## config.mk

```make
export PLATFORM = sky130hd
export DESIGN_NAME = vn_sq_lane
export DESIGN_NICKNAME = d
export VERILOG_FILES = /design/src/rtl/vn_pkg.sv /design/src/rtl/vn_sq_lane.sv
export SDC_FILE = /design/constraint.sdc
export NUM_CORES = 2
export LEC_CHECK = 0
export ABC_AREA = 1
export BUFFER_PORTS_ARGS = -buffer_cell sky130_fd_sc_hd__buf_2
export CAP_MARGIN = 20
export CORE_MARGIN = 2
export CORE_UTILIZATION = 40
export CTS_BUF_LIST = sky130_fd_sc_hd__clkbuf_4
export DETAILED_ROUTE_END_ITERATION = 12
export PLACE_DENSITY_LB_ADDON = 0.15
export RECOVER_POWER = 100
export SLEW_MARGIN = 40
export SYNTH_ARGS = -nofsm -noshare
export SYNTH_HDL_FRONTEND = slang
export SYNTH_SLANG_ARGS = --single-unit
```

## constraint.sdc

```tcl
create_clock -name aclk -period 10 [get_ports aclk]
set_input_delay 2 -clock aclk [delete_from_list [all_inputs] [get_ports aclk]]
set_output_delay 2 -clock aclk [all_outputs]
set_load 0.02 [all_outputs]
```

## src/rtl/vn_pkg.sv

```systemverilog
// Package for the 3D vector normalizer: widths, stage counts and shared types.
// Used by every rtl module except vn_checker; depends on nothing.
package vn_pkg;

    localparam int CompWidth   = 32;
    localparam int SqWidth     = 2 * CompWidth;
    localparam int ThreshWidth = 17;
    localparam int FracBits    = 30;
    localparam int QuotWidth   = FracBits + 1;
    localparam int RemWidth    = CompWidth + FracBits + 1;
    localparam int RootStages  = CompWidth;
    localparam int DivStages   = QuotWidth;
    localparam int NumLanes    = 3;

    typedef logic [CompWidth-1:0] comp_t;
    typedef logic [SqWidth-1:0]   sq_t;

    typedef struct packed {
        logic [NumLanes-1:0][CompWidth-1:0] mag;
        logic [NumLanes-1:0]                neg;
    } side_t;

    typedef struct packed {
        logic  vld;
        logic  err;
        comp_t len;
    } div_ctrl_t;

endpackage

```

## src/rtl/vn_sq_lane.sv

```systemverilog
// One component lane: absolute value and exact square, registered.
// Depends on vn_pkg.
module vn_sq_lane (
    input  logic                  aclk,
    input  logic                  en,
    input  logic signed [31:0]    comp,
    output vn_pkg::comp_t         mag,
    output logic                  neg,
    output vn_pkg::sq_t           sq
);
    import vn_pkg::*;

    comp_t mag_reg;
    logic  neg_reg;
    sq_t   sq_reg;
    comp_t abs_val;

    assign abs_val = comp[CompWidth-1] ? comp_t'(-comp) : comp_t'(comp);

    always_ff @(posedge aclk) begin
        if (en) begin
            mag_reg <= abs_val;
            neg_reg <= comp[CompWidth-1];
            sq_reg  <= SqWidth'(abs_val) * SqWidth'(abs_val);
        end
    end

    assign mag = mag_reg;
    assign neg = neg_reg;
    assign sq  = sq_reg;

endmodule

```

Word-level counts from Yosys, hierarchy flattened
Cells that the tools add are included.
Word-level totals
  register bits after elaboration: 97
  input port bits: 34
  output and inout port bits: 97
  word-level logic and storage cells: 6
Operators by class
  add/sub/neg operators: 1
  multiply operators: 1
  multiplexer cells: 1
Operators with widths (number)
  multiplier 32 x 32 -> 64 bit: 1
  two-way mux 32 bit: 1
  negation 32 bit: 1

Depth between registers and ports, before layout
  depth after elaboration: 3
  gate-level depth with buffers: 42

Worst setup path before layout
No wires, ideal clock.
  path type: input port to flip-flop
  start: in comp[0]
  end: reg sq_reg[48], in the netlist sq[48], data pin
  setup time: 253 ps
  arrival: 8946 ps
  required time: 9747 ps
  setup slack: 801 ps
  stages: 33
  cell sequence: inv_2 > clkbuf_1 > ha_1 > nand2_2 > nor2_4 > inv_2 > o21ai_4 > xor2_4 > buf_6 > nand2_1 > fa_1 > fa_1 > inv_1 > fa_1 > inv_1 > fa_1 > inv_1 > fa_1 > fa_1 > fa_1 > inv_1 > fa_1 > inv_1 > ha_1 > nand2_1 > inv_1 > nand2_1 > nor3_1 > nand2_1 > nor3_1 > nand2_1 > nand4_1 > nand2_1
Between the ends
  longest elaborated chain between the ends: 3
RTL lines
  from (decl): line vn_sq_lane.sv:6  | input logic signed [31:0] comp,
  negation 32 bit: line vn_sq_lane.sv:18  | assign abs_val = comp[CompWidth-1] ? comp_t'(-comp) : comp_t'(comp);
  two-way mux 32 bit: line vn_sq_lane.sv:18
  named net abs_val[10]: line vn_sq_lane.sv:16  | comp_t abs_val;
  multiplier 32 x 32 -> 64 bit: line vn_sq_lane.sv:24  | sq_reg <= SqWidth'(abs_val) * SqWidth'(abs_val);
  to (signal assigned): line vn_sq_lane.sv:24
  to (decl): line vn_sq_lane.sv:15  | sq_t sq_reg;
The timed path passes the listed nets, and every way through them passes these cells.
A chain may end at the register's enable or synchronous reset.

Worst setup path in the final report
  start: in comp[31]
  end: reg sq_reg[63], in the netlist sq[63], data pin
Between the ends
  longest elaborated chain between the ends: 3
RTL lines (line)
  negation 32 bit: vn_sq_lane.sv:18
  two-way mux 32 bit (*): vn_sq_lane.sv:18
  multiplier 32 x 32 -> 64 bit (*): vn_sq_lane.sv:24
Every way passes the cells marked *; elsewhere a longest branch is shown, timed or not.

==> impl_metrics.py <==
metrics = {
    "routing": {
        "avgViaCountPerCell": 4.77,
        "drtAntennaViolNets": 0,
        "wl_mm": 116,
        "vias": 26804,
        "dr.pass1.iters": 8,
        "wl_per_cell_um": 20.7,
        "drc": 0,
        "drt_iter0_drc": 1829,
    },
    "place": {
        "gp_congestion": 0.969,
        "portBuffers": 129,
        "dp_hpwl_mm": 100,
    },
    "clocking": {
        "clkSinkCount": 95,
        "hold_buffers": 0,
        "ctsRootBufferMaster": "clkbuf_4",
        "cts_resized": 0,
        "htreeDepth": 3,
        "cts_setup_buffers": 0,
        "clk_path_buf_depth": 2,
        "clkTransAtPathRegs_ns": 0.25,
        "cts_tree": "yes",
        "numCtsBuffers": 9,
    },
    "synthesis": {
        "ys_async_sr_fraction": 0,
        "synth.distinct_cells": 47,
        "synth_edf_count": 95,
        "synthCells": 4217,
        "syn_area_mm2": 0.0350,
        "synth-seq-cells": 95,
        "seq_area_frac_synth": 0.0814,
        "yosysWarnings": 0,
        "synthFlopType": "edfxtp_1",
        "syn_area_per_cell_um2": 8.31,
    },
    "timing": {
        "hold_violations": 0,
        "grt_setup_unrepaired": "false",
        "setup_violations": 0,
        "slew_headroom": -1.75,
        "clock.fmax_mhz": 104,
        "worst_slew_pin_slew_ns": 4.13,
        "post-route-period-util": 0.960,
        "finalMaxSlewViolations": 137,
        "fin_crit_ns": 9.60,
    },
    "critical_path": {
        "critPathMostFrequentCell": "fa_1",
        "critical_path_arrival_ns": 10.00,
        "slowest_delay_ns": 0.80,
        "end_kind": "register",
        "start_kind": "input port",
        "required_ns": 10.40,
        "crit_slowest_cell": "clkbuf_1",
        "critPathKind": "in -> reg",
        "crit_path_max_fanout": 22,
    },
    "global_route": {
        "use_met2": 0.455,
        "top_usage_layer": "met2",
        "overflow": 0,
        "grt_pass1_wl_mm": 178,
        "grt.met1_usage": 0.368,
        "grtUsageMet3": 0.0335,
        "grt_max_degree": 55,
        "antenna_found_initial": 5,
        "grt_pass1_vias": 28688,
        "grt_use_total": 0.268,
    },
    "die": {
        "die_area_mm2": 0.0900,
        "rows": 108,
        "core_area_mm2": 0.0868,
        "fp.dieH_um": 300,
        "start_util": 0.404,
        "io_pins": 131,
        "die_x_um": 300,
    },
    "finish": {
        "postLayoutCoreUtil": 0.437,
        "fin_nets": 5567,
        "syn_to_final_growth_pct": 8.23,
        "drive_above_1_share": 0.0630,
        "regArea_mm2": 0.00285,
        "fill_cells": 8934,
        "multi_input_area_mm2": 0.0265,
        "layout_common_cells": "1340 x inv_1, 894 x nand2_1, 795 x fa_1",
        "largest_reg_flops": 62,
        "final_common_cell": "inv_1",
    },
    "worst_hold_path": {
        "hold_path.class": "in -> reg",
        "min_to": "sq[2]$_DFFE_PP_",
        "worstHoldPathCells": 2,
        "min_from": "comp[1]",
    },
    "status": {
        "status": "finished with violations",
        "violations": "max-capacitance violations, max-slew violations",
    },
    "run": {
        "maxCapViolations": 4,
    },
}
-- worst max path at each step --
stage          startpoint               end  slack [ns]  cells after the start
2_1_floorplan     comp[0]  sq[48]$_DFFE_PP_        0.80                     33
3_3_place_gp      comp[1]  sq[63]$_DFFE_PP_       -0.13                     33
3_5_place_dp      comp[1]  sq[63]$_DFFE_PP_       -0.12                     31
4_1_cts           comp[1]  sq[63]$_DFFE_PP_        0.56                     31
5_1_grt           comp[1]  sq[63]$_DFFE_PP_        0.06                     32
6_report         comp[31]  sq[63]$_DFFE_PP_        0.40                     27
-- per-layer routing --
layer	up-vias	part of all wire
met5	-	0
met4	0	0.023
met3	121	0.058
met2	738	0.49
met1	13555	0.43
li1	12390	-
-- stage by stage --
step                      hold slack [ns]  area, um2  std cells  TNS [ns]  setup WS, ns
after detailed placement             2.33      38000       5599    -0.220        -0.120
after global routing                 1.64      37900       5617         0        0.0575
after CTS                            1.60      38100       5615         0         0.560
final                                1.65      37900       5619         0         0.400
after global placement               2.35      38000       5599    -0.144        -0.131
after floorplan                      2.10      35100       4242         0         0.801
-- synth_stat cells (17+ instances only) --
cell      count  share of area
inv_1      1338           0.14
nand2_1     892          0.096
fa_1        795           0.45
nor2_1      308          0.033
ha_1        283           0.10
edfxtp_1     95          0.081
nand3_1      92          0.013
a21oi_1      63         0.0090
buf_2        46         0.0066
xor2_1       45          0.011
o21ai_0      34         0.0049
inv_2        24         0.0026
nand4_1      23         0.0041
buf_4        18         0.0039
nand2_2      17         0.0030
-- critical path: cells and delay by family --
family	cells	cell delay [ns]
simple gates	11	1.66
fa+ha+maj	9	4.33
buf+inv	7	1.96
-- final cells by class --
cell class / count / area share
multi-input cells: 2690 / 0.700
repair buffers: 293 / 0.0479
flip-flops and latches: 95 / 0.0752
inverters: 1366 / 0.135
well taps: 1155 / 0.0381
clock inverters: 7 / 0.00139
diodes: 4 / 0.000264
clock buffers: 9 / 0.00178
-- cells by family after synthesis --
group	after synthesis	synth area share
AOI/OAI and AO/OA	122	0.0196
other	2	0.000214
buffers and inverters	1457	0.163
DFF	95	0.0814
and+or+nand+nor	1407	0.165
xor gates and xnor gates	55	0.0147
muxes	1	0.000286
adders and majority gates	1078	0.555
Power is not shown: default switching activity piles up to over one toggle a cycle in this logic, so the estimate is an artifact.
